$ cat config.mk
export PLATFORM = sky130hd
export DESIGN_NAME = ppi_ctrl
export DESIGN_NICKNAME = d
export VERILOG_FILES = /design/src/hw/rtl/ppi_pkg.sv /design/src/hw/rtl/ppi_ctrl.sv
export SDC_FILE = /design/constraint.sdc
export NUM_CORES = 1
export LEC_CHECK = 0
export ABC_AREA = 1
export BUFFER_PORTS_ARGS = -buffer_cell sky130_fd_sc_hd__buf_2
export CAP_MARGIN = 20
export CORE_AREA = 2 2 39 41
export DETAILED_ROUTE_END_ITERATION = 6
export DIE_AREA = 0 0 41 43
export PLACE_DENSITY_LB_ADDON = 0.05
export SETUP_SLACK_MARGIN = 0.1
export SYNTH_ARGS = -nofsm -noshare
export SYNTH_HDL_FRONTEND = slang
export SYNTH_SLANG_ARGS = --single-unit
$ cat constraint.sdc
create_clock -name clock -period 2.5 [get_ports clock]
set_clock_uncertainty 0.1 [all_clocks]
set_input_delay 0.5 -clock clock [delete_from_list [all_inputs] [get_ports clock]]
set_output_delay 0.5 -clock clock [all_outputs]
set_load 0.1 [all_outputs]
$ cat src/hw/rtl/ppi_pkg.sv
// Shared types and constants for the polyphase interpolator.
// No dependencies.
package ppi_pkg;

   localparam int MAX_INTERP_DEF      = 16;
   localparam int MAX_TAPS_DEF        = 32;
   localparam int SAMPLE_BITS_DEF     = 16;

   localparam int FACTOR_W            = 5;
   localparam int TAPS_W              = 6;
   localparam int COEF_IDX_W          = 9;
   localparam int PHASE_W             = 4;
   localparam int CSR_IDX_W           = 2;
   localparam int CSR_DATA_W          = 8;

   typedef enum logic [CSR_IDX_W-1:0] {
      CSR_FACTOR = 2'd0,
      CSR_TAPS   = 2'd1
   } csr_reg_type;

   typedef enum logic {
      MODE_SAMPLE = 1'b0,
      MODE_COEF   = 1'b1
   } mode_type;

   typedef enum logic [2:0] {
      ST_IDLE,
      ST_SETUP,
      ST_RUN,
      ST_DRAIN,
      ST_EMIT
   } state_type;

   typedef struct packed {
      logic push;
      logic coef_wr;
      logic setup;
      logic issue;
      logic emit;
   } cmd_type;

   typedef struct packed {
      logic last_tap;
      logic last_phase;
      logic busy;
      logic out_free;
   } status_type;

endpackage

$ cat src/hw/rtl/ppi_ctrl.sv
// Controller state machine: sequences input transfers, per-phase MAC runs
// and result hand-off. Uses ppi_pkg.
module ppi_ctrl (
   input  logic                clock,
   input  logic                reset,
   input  logic                req_valid,
   input  logic                req_mode,
   output logic                req_ready,
   input  ppi_pkg::status_type status,
   output ppi_pkg::cmd_type    cmd
);

   ppi_pkg::state_type state_ff;
   ppi_pkg::state_type state_in;

   always_ff @(posedge clock) begin
      if (reset) begin
         state_ff <= ppi_pkg::ST_IDLE;
      end else begin
         state_ff <= state_in;
      end
   end

   always_comb begin
      state_in  = state_ff;
      cmd       = '0;
      req_ready = 1'b0;
      case (state_ff)
         ppi_pkg::ST_IDLE: begin
            req_ready = 1'b1;
            if (req_valid) begin
               if (req_mode == ppi_pkg::MODE_COEF) begin
                  cmd.coef_wr = 1'b1;
               end else begin
                  cmd.push = 1'b1;
                  state_in = ppi_pkg::ST_SETUP;
               end
            end
         end
         ppi_pkg::ST_SETUP: begin
            cmd.setup = 1'b1;
            state_in  = ppi_pkg::ST_RUN;
         end
         ppi_pkg::ST_RUN: begin
            cmd.issue = 1'b1;
            if (status.last_tap) begin
               state_in = ppi_pkg::ST_DRAIN;
            end
         end
         ppi_pkg::ST_DRAIN: begin
            if (!status.busy) begin
               state_in = ppi_pkg::ST_EMIT;
            end
         end
         ppi_pkg::ST_EMIT: begin
            if (status.out_free) begin
               cmd.emit = 1'b1;
               state_in = status.last_phase ? ppi_pkg::ST_IDLE : ppi_pkg::ST_SETUP;
            end
         end
         default: begin
            state_in = ppi_pkg::ST_IDLE;
         end
      endcase
   end

endmodule

=== After elaboration in Yosys (flattened, before gate mapping) ===
Index checks and enable logic that the tools add are counted.

* Eq/ne operators: 9
* Reduce and logical (&&, ||, !) cells: 2
* Muxes and demuxes: 16

{| class="wikitable"
|+ Operators with widths
! operator !! count
|-
| two-way mux 3 bit || 5
|-
| one-hot mux 3 bit (5 select lines) || 1
|-
| inequality test 2 bit (second input constant) || 5
|-
| two-way mux 1 bit || 8
|-
| equality test 3 x 2 -> 1 bit (second input constant) || 2
|-
| AND reduction 5 bit || 1
|-
| two-way mux 2 bit || 2
|-
| equality test 3 x 1 -> 1 bit (second input constant) || 1
|-
| equality test 3 bit (second input constant) || 1
|-
| logical NOT 3 bit || 1
|}

* Input bits: 8
* Register bits after elaboration: 3
* Output and inout port bits: 6

=== Logic depth before layout (Yosys ltp) ===
Gate-level depths: netlist of run 1.

* Depth in word-level cells: 3
* Mapped depth: 7
* Mapped depth without buffers: 7

=== Worst setup path before layout of run 1 ===
No wires, ideal clock.

* Kind: flip-flop to output port
* From: register state_ff[1]
* To: output cmd[4] in the netlist's numbering
* Required time: 1900 ps
* Stages on the path, launching flop included: 4
* Arrival time: 3479 ps
* Path slack: -1579 ps
* Cells stage by stage: dfxtp_1 > nor2_2 > inv_1 > nor4_1

{| class="wikitable"
|+ RTL lines
! what !! RTL line !! source
|-
| start, declared || ppi_ctrl.sv:13 || <nowiki>ppi_pkg::state_type state_ff;</nowiki>
|-
| start signal, assigned || ppi_ctrl.sv:18 || <nowiki>state_ff <= ppi_pkg::ST_IDLE;</nowiki>
|-
| start signal, assigned || ppi_ctrl.sv:20 || <nowiki>state_ff <= state_in;</nowiki>
|-
| end, declared || ppi_ctrl.sv:10 || <nowiki>output ppi_pkg::cmd_type cmd</nowiki>
|}

==> results of run 1 <==
kinds of logic (layout without fill, tap and decap cells):
| kind of cell | count (synthesis) | count (layout) | synth area share (%) |
|---|---|---|---|
| flops | 3 | 3 | 22.2 |
| simple gates | 31 | 31 | 62.0 |
| buf+inv | 8 | 25 | 11.1 |
| compound gates | 2 | 2 | 4.63 |
path summary, 6_finish.rpt:
kind | slack, ps | cells after the start | to
hold / removal | 360 | 2 | state_ff[2]
setup reg to reg | 1170 | 7 | state_ff[0]
setup / recovery | 300 | 4 | cmd[4]
hold reg to reg | 500 | 2 | state_ff[1]
worst register-to-register path: stages, from the launching register on:
cell,delay (ps)
sky130_fd_sc_hd__dfxtp_1,480
sky130_fd_sc_hd__inv_2,140
sky130_fd_sc_hd__nand4_1,110
sky130_fd_sc_hd__nand2_2,80
sky130_fd_sc_hd__nor2_4,150
sky130_fd_sc_hd__nand3_1,90
sky130_fd_sc_hd__nand2_1,60
sky130_fd_sc_hd__inv_1,30
routing by layer:
metal	vias to the layer above	part of all wire (%)	track usage, %
met5	-	0	0
met4	0	0	8.00
met3	0	5.6	1.57
met2	9	49	14.7
met1	126	45	10.9
li1	172	-	-
cell type report:
class	instances	area share, %
multi-input cells	33	50.5
well taps	16	4.92
flip-flops and latches	3	14.8
repair buffers	13	16.0
clock buffers	4	6.46
inverters	8	7.38
stage by stage:
stage | hold WS (ps) | cells | area (um2)
2_1_floorplan | 451 | 44 | 295
3_3_place_gp | 500 | 73 | 380
6_report | 362 | 77 | 407
4_1_cts | 356 | 77 | 407
5_1_grt | 365 | 77 | 407
3_5_place_dp | 493 | 73 | 380
cells in the final DEF, fill, tap and decap left out, drive strengths merged:
| cell type | n |
|---|---|
| buf | 13 |
| nor2 | 12 |
| inv | 8 |
| nand2 | 8 |
| nand3 | 7 |
| clkbuf | 4 |
| dfxtp | 3 |
| nor3 | 2 |
| nor4 | 1 |
| nand4 | 1 |
| a21boi | 1 |
| a21oi | 1 |
==> qor.tcl, run 1 <==
set qor(finalCoreUtilization_pct) 29.4
set qor(synth_fp_nets) 52
set qor(synth_area_um2) 270
set qor(antenna_violating_nets_post_route) 0
set qor(detail_route.wirelength_um) 730
set qor(die_h_um) 43
set qor(pre_cts_ws_ps) 541
set qor(design.core.area_um2) 1380
set qor(timing.final.setup_violations) 0
set qor(post_synth_edffs) 0
set qor(timing.setup.critical_path_class) {reg2out}
set qor(row_count) 14
set qor(crit_slowest_cell) {sky130_fd_sc_hd__buf_2}
set qor(clock_tree_from_tritoncts) {built}
set qor(dieWidth_um) 41
set qor(nFillCells) 167
set qor(grt_first_pass_wirelength_um) 1130
set qor(share_of_the_yosys_chip_area_belonging_to_registers_pct) 22.2
set qor(antennaDiodeCount) 0
set qor(rr_startpoint) {state_ff[2]}
set qor(hold_path.class) {in2reg}
set qor(netlist_top_cells_count) {sky130_fd_sc_hd__nor2_1 (10), sky130_fd_sc_hd__inv_1 (7), sky130_fd_sc_hd__nand2_1 (6), sky130_fd_sc_hd__nand3_2 (4)}
set qor(cap_violations) 0
set qor(design.die.area_um2) 1760
set qor(floorplan.io_pins) 14
set qor(number_of_clock_sinks) 3
set qor(cts_root_buffer) {sky130_fd_sc_hd__clkbuf_4}
set qor(post_cts_buffers) 0
set qor(unrepaired_setup_endpoints_after_global_routing) {no}
set qor(timing_hold_violations_final) 0
set qor(yosys.area.top_type) {sky130_fd_sc_hd__dfxtp_1}
set qor(cts_resized) 0
set qor(dr_total_vias) 307
set qor(fin_ws_ps) 297
set qor(cts_max_path_buffers) 2
set qor(async_reset_ff_share_pct) 0
set qor(achievable-frequency_mhz) 454
set qor(floorplan.initialDensity_pct) 19.5
set qor(post-synth-top-count-cell) {sky130_fd_sc_hd__nor2_1}
set qor(reg.largest.list) {state_ff x3}
set qor(cts_hold_buf) 0
set qor(track_usage_pct) 9.62
set qor(multi_input_comb_area_um2) 205
set qor(clk_pin_slew_worst_paths_ps) 40
set qor(grt_start_max_net_pins) 8
set qor(startpoint_type) {register}
set qor(post-route-drc-count) 0
set qor(fin_setup_tns_ps) 0
set qor(regMostFlops) {state_ff}
set qor(max_slew.worst_pin.slew_ps) 484
set qor(timing.final.max_slew_violations) 0
set qor(grt_pass1_vias) 297
set qor(detailedRoute.firstPassIterationCount) 3
set qor(gp_congestion) 0.635
set qor(area.sequential_um2) 60.1
set qor(synth.top_cell.area_share_pct) 22.2
set qor(drt-wirelength-per-cell_um) 9.48
set qor(cts.htree.levels) 1
set qor(relSlewSlack_pct) 67.9
set qor(dominantRegCellSynth) {sky130_fd_sc_hd__dfxtp_1}
set qor(insertion_delay_ps) 240
set qor(synth_top_cells_by_area) {sky130_fd_sc_hd__dfxtp_1 (22%), sky130_fd_sc_hd__nand3_2 (15%), sky130_fd_sc_hd__nor2_1 (14%)}
set qor(congestion_overflow_gr) 0
set qor(cell_by_cell_trace_of_the_critical_path) {nor2_2 > inv_1 > nor4_4 > buf_2}
set qor(final.min_clock_period_ps) 2200
set qor(synth_area_per_cell_um2) 6.14
set qor(worst-endpoint-required_ps) 1900
set qor(synthesis.yosys.warnings) 0
set qor(finalNetCount) 70
set qor(critPathCaptureType) {primary output}
set qor(route.detailed.vias_per_inst) 3.99
set qor(hold_path_startpoint) {reset}
set qor(detailed_place_hpwl_um) 567
set qor(cp.buffers_inverters) 2
set qor(layout-drive-gt1-share_pct) 47.5
set qor(io_buffer_count) 13
set qor(timing.critical_path.arrival_ps) 1600
set qor(timing.final.crit_share_pct) 88.1
set qor(synthCells) 44
set qor(synth-seq-cells) 3
set qor(largest_register_ff_count) 3
set qor(drt_first_iter_violations) 2
set qor(grt_antenna_before_repair) 0
set qor(cpPeakStageDelay_ps) 460
set qor(critPathTopFamily) {buffers and inverters}
set qor(launching_instance_or_port_of_the_critical_path) {state_ff[1]}
set qor(numCtsBuffers) 3
set qor(synthToLayoutAreaGrowth_pct) 50.5
set qor(result_of_the_run) {finished clean}
set qor(cp_max_fo) 7
set qor(yosys.cell_types.count) 15
Power of run 1 is left out: the tool's default activity adds up to more than one toggle a clock period on the data nets, which glitch-free logic cannot reach.
==> inputs of run 2 (changes only) <==
Settings changed: CELL_PAD_IN_SITES_DETAIL_PLACEMENT set to 0, CELL_PAD_IN_SITES_GLOBAL_PLACEMENT set to 1.
Clock period 2.5 ns to 2.65 ns, I/O delays scaled along.
==> qor.tcl, run 2 (same netlist as run 1, synthesis figures left out) <==
set qor(result_of_the_run) {finished clean}
set qor(congestion_overflow_gr) 0 ;# unchanged
set qor(dieWidth_um) 41 ;# unchanged
set qor(die_h_um) 43 ;# unchanged
set qor(timing_hold_violations_final) 0 ;# unchanged
set qor(timing.setup.critical_path_class) {reg2out}
set qor(post_cts_buffers) 0 ;# unchanged
set qor(largest_register_ff_count) 3 ;# unchanged
set qor(multi_input_comb_area_um2) 194 ;# -5.5%
set qor(finalNetCount) 70 ;# unchanged
set qor(depth_of_the_worst_register_to_register_path) 6 ;# -1
set qor(cap_violations) 0 ;# unchanged
set qor(cts_max_path_buffers) 2 ;# unchanged
set qor(number_of_clock_sinks) 3 ;# unchanged
set qor(pre_cts_ws_ps) 683 ;# +142 ps
set qor(clk_pin_slew_worst_paths_ps) 40 ;# about the same
set qor(design.core.area_um2) 1380 ;# unchanged
set qor(post-route-drc-count) 0 ;# unchanged
set qor(timing.critical_path.arrival_ps) 1570 ;# -30 ps
set qor(track_usage_pct) 9.42 ;# -0.20 points
set qor(grt_start_max_net_pins) 8 ;# unchanged
set qor(design.die.area_um2) 1760 ;# unchanged
set qor(synthToLayoutAreaGrowth_pct) 46.3
set qor(startpoint_type) {register}
set qor(grt_pass1_vias) 255 ;# -14%
set qor(clock_tree_from_tritoncts) {built}
set qor(critPathCaptureType) {primary output}
set qor(nFillCells) 161 ;# -3.6%
set qor(reg.largest.list) {state_ff x3}
set qor(numCtsBuffers) 3 ;# unchanged
set qor(achievable-frequency_mhz) 455
set qor(timing.final.crit_share_pct) 83.0
set qor(antenna_violating_nets_post_route) 0 ;# unchanged
set qor(area.sequential_um2) 60.1 ;# unchanged
set qor(io_buffer_count) 13 ;# unchanged
set qor(route.detailed.vias_per_inst) 4.22 ;# +5.9%
set qor(unrepaired_setup_endpoints_after_global_routing) {no}
set qor(drt-wirelength-per-cell_um) 9.27 ;# -2.2%
set qor(dr_total_vias) 325 ;# +5.9%
set qor(cts_hold_buf) 0 ;# unchanged
set qor(floorplan.io_pins) 14 ;# unchanged
set qor(most-common-layout-cells) {sky130_fd_sc_hd__buf_2 (13), sky130_fd_sc_hd__nor2_1 (9), sky130_fd_sc_hd__inv_1 (7), sky130_fd_sc_hd__nand2_1 (6), sky130_fd_sc_hd__nand3_2 (4)}
set qor(layout.cells.most_common) {sky130_fd_sc_hd__buf_2}
set qor(cts_root_buffer) {sky130_fd_sc_hd__clkbuf_4}
set qor(final.min_clock_period_ps) 2200
set qor(grt_first_pass_wirelength_um) 1080 ;# -4.9%
set qor(antennaDiodeCount) 0 ;# unchanged
set qor(cp_max_fo) 7 ;# unchanged
set qor(detailed_place_hpwl_um) 582 ;# +2.8%
set qor(timing.final.max_slew_violations) 0 ;# unchanged
set qor(row_count) 14 ;# unchanged
set qor(detailedRoute.firstPassIterationCount) 4 ;# +1
set qor(relSlewSlack_pct) 67.9 ;# -0.085 points
set qor(cts_resized) 0 ;# unchanged
set qor(gp_congestion) 0.679 ;# +6.9%
set qor(regMostFlops) {state_ff}
set qor(detail_route.wirelength_um) 714 ;# -2.2%
set qor(max_slew.worst_pin.slew_ps) 486 ;# +1.28 ps
set qor(hold_path_depth) 2 ;# unchanged
set qor(grt_antenna_before_repair) 0 ;# unchanged
set qor(fin_ws_ps) 451 ;# +154 ps
set qor(cts.htree.levels) 1 ;# unchanged
set qor(layout-drive-gt1-share_pct) 45.9 ;# -1.6 points
set qor(insertion_delay_ps) 230 ;# about the same
set qor(worst-endpoint-required_ps) 2020 ;# +120 ps
set qor(timing.final.setup_violations) 0 ;# unchanged
set qor(drt_first_iter_violations) 4 ;# +2
set qor(floorplan.initialDensity_pct) 19.5 ;# unchanged
set qor(hold_path.class) {in2reg}
## run 2: worst paths after layout
check,from,endpoint,slack [ps]
setup reg to reg,state_ff[1],state_ff[1],1340
hold / removal,reset,state_ff[2],390
setup / recovery,state_ff[1],cmd[4],450
hold reg to reg,state_ff[1],state_ff[1],540
## run 2: through the flow
step	utilization (%)	setup TNS (ps)	area [um2]	instances	hold WS [ps]
floorplan	-	-285	284	44	451
global placement	26.7	0	369	73	505
detailed placement	26.7	0	369	73	520
CTS	28.6	0	395	77	388
global route	28.6	0	395	77	392
finish	28.6	0	395	77	393
## run 2: layer usage
| metal | routed length (um) | share of wire [%] | GRT usage [%] | vias up |
|---|---|---|---|---|
| met4 | 17 | 2.4 | 8.00 | 0 |
| met5 | 0 | 0 | 0 | - |
| met3 | 45 | 6.3 | 1.57 | 2 |
| met2 | 311 | 44 | 13.8 | 12 |
| met1 | 340 | 48 | 11.2 | 137 |
| li1 | - | - | - | 174 |
## run 2: layout make-up
type	instances	share of cell area, %
Inverter	8	7.59
Timing Repair Buffer	13	16.5
Sequential cell	3	15.2
Clock buffer	4	6.65
Multi-Input combinational cell	33	49.1
Tap cell	16	5.06
## run 2: critical path: stages (launching register included)
cell,delay (ps)
sky130_fd_sc_hd__dfxtp_1,380
sky130_fd_sc_hd__nor2_2,230
sky130_fd_sc_hd__inv_1,130
sky130_fd_sc_hd__nor4_2,140
sky130_fd_sc_hd__buf_2,460
Power of run 2 is left out for the same reason.
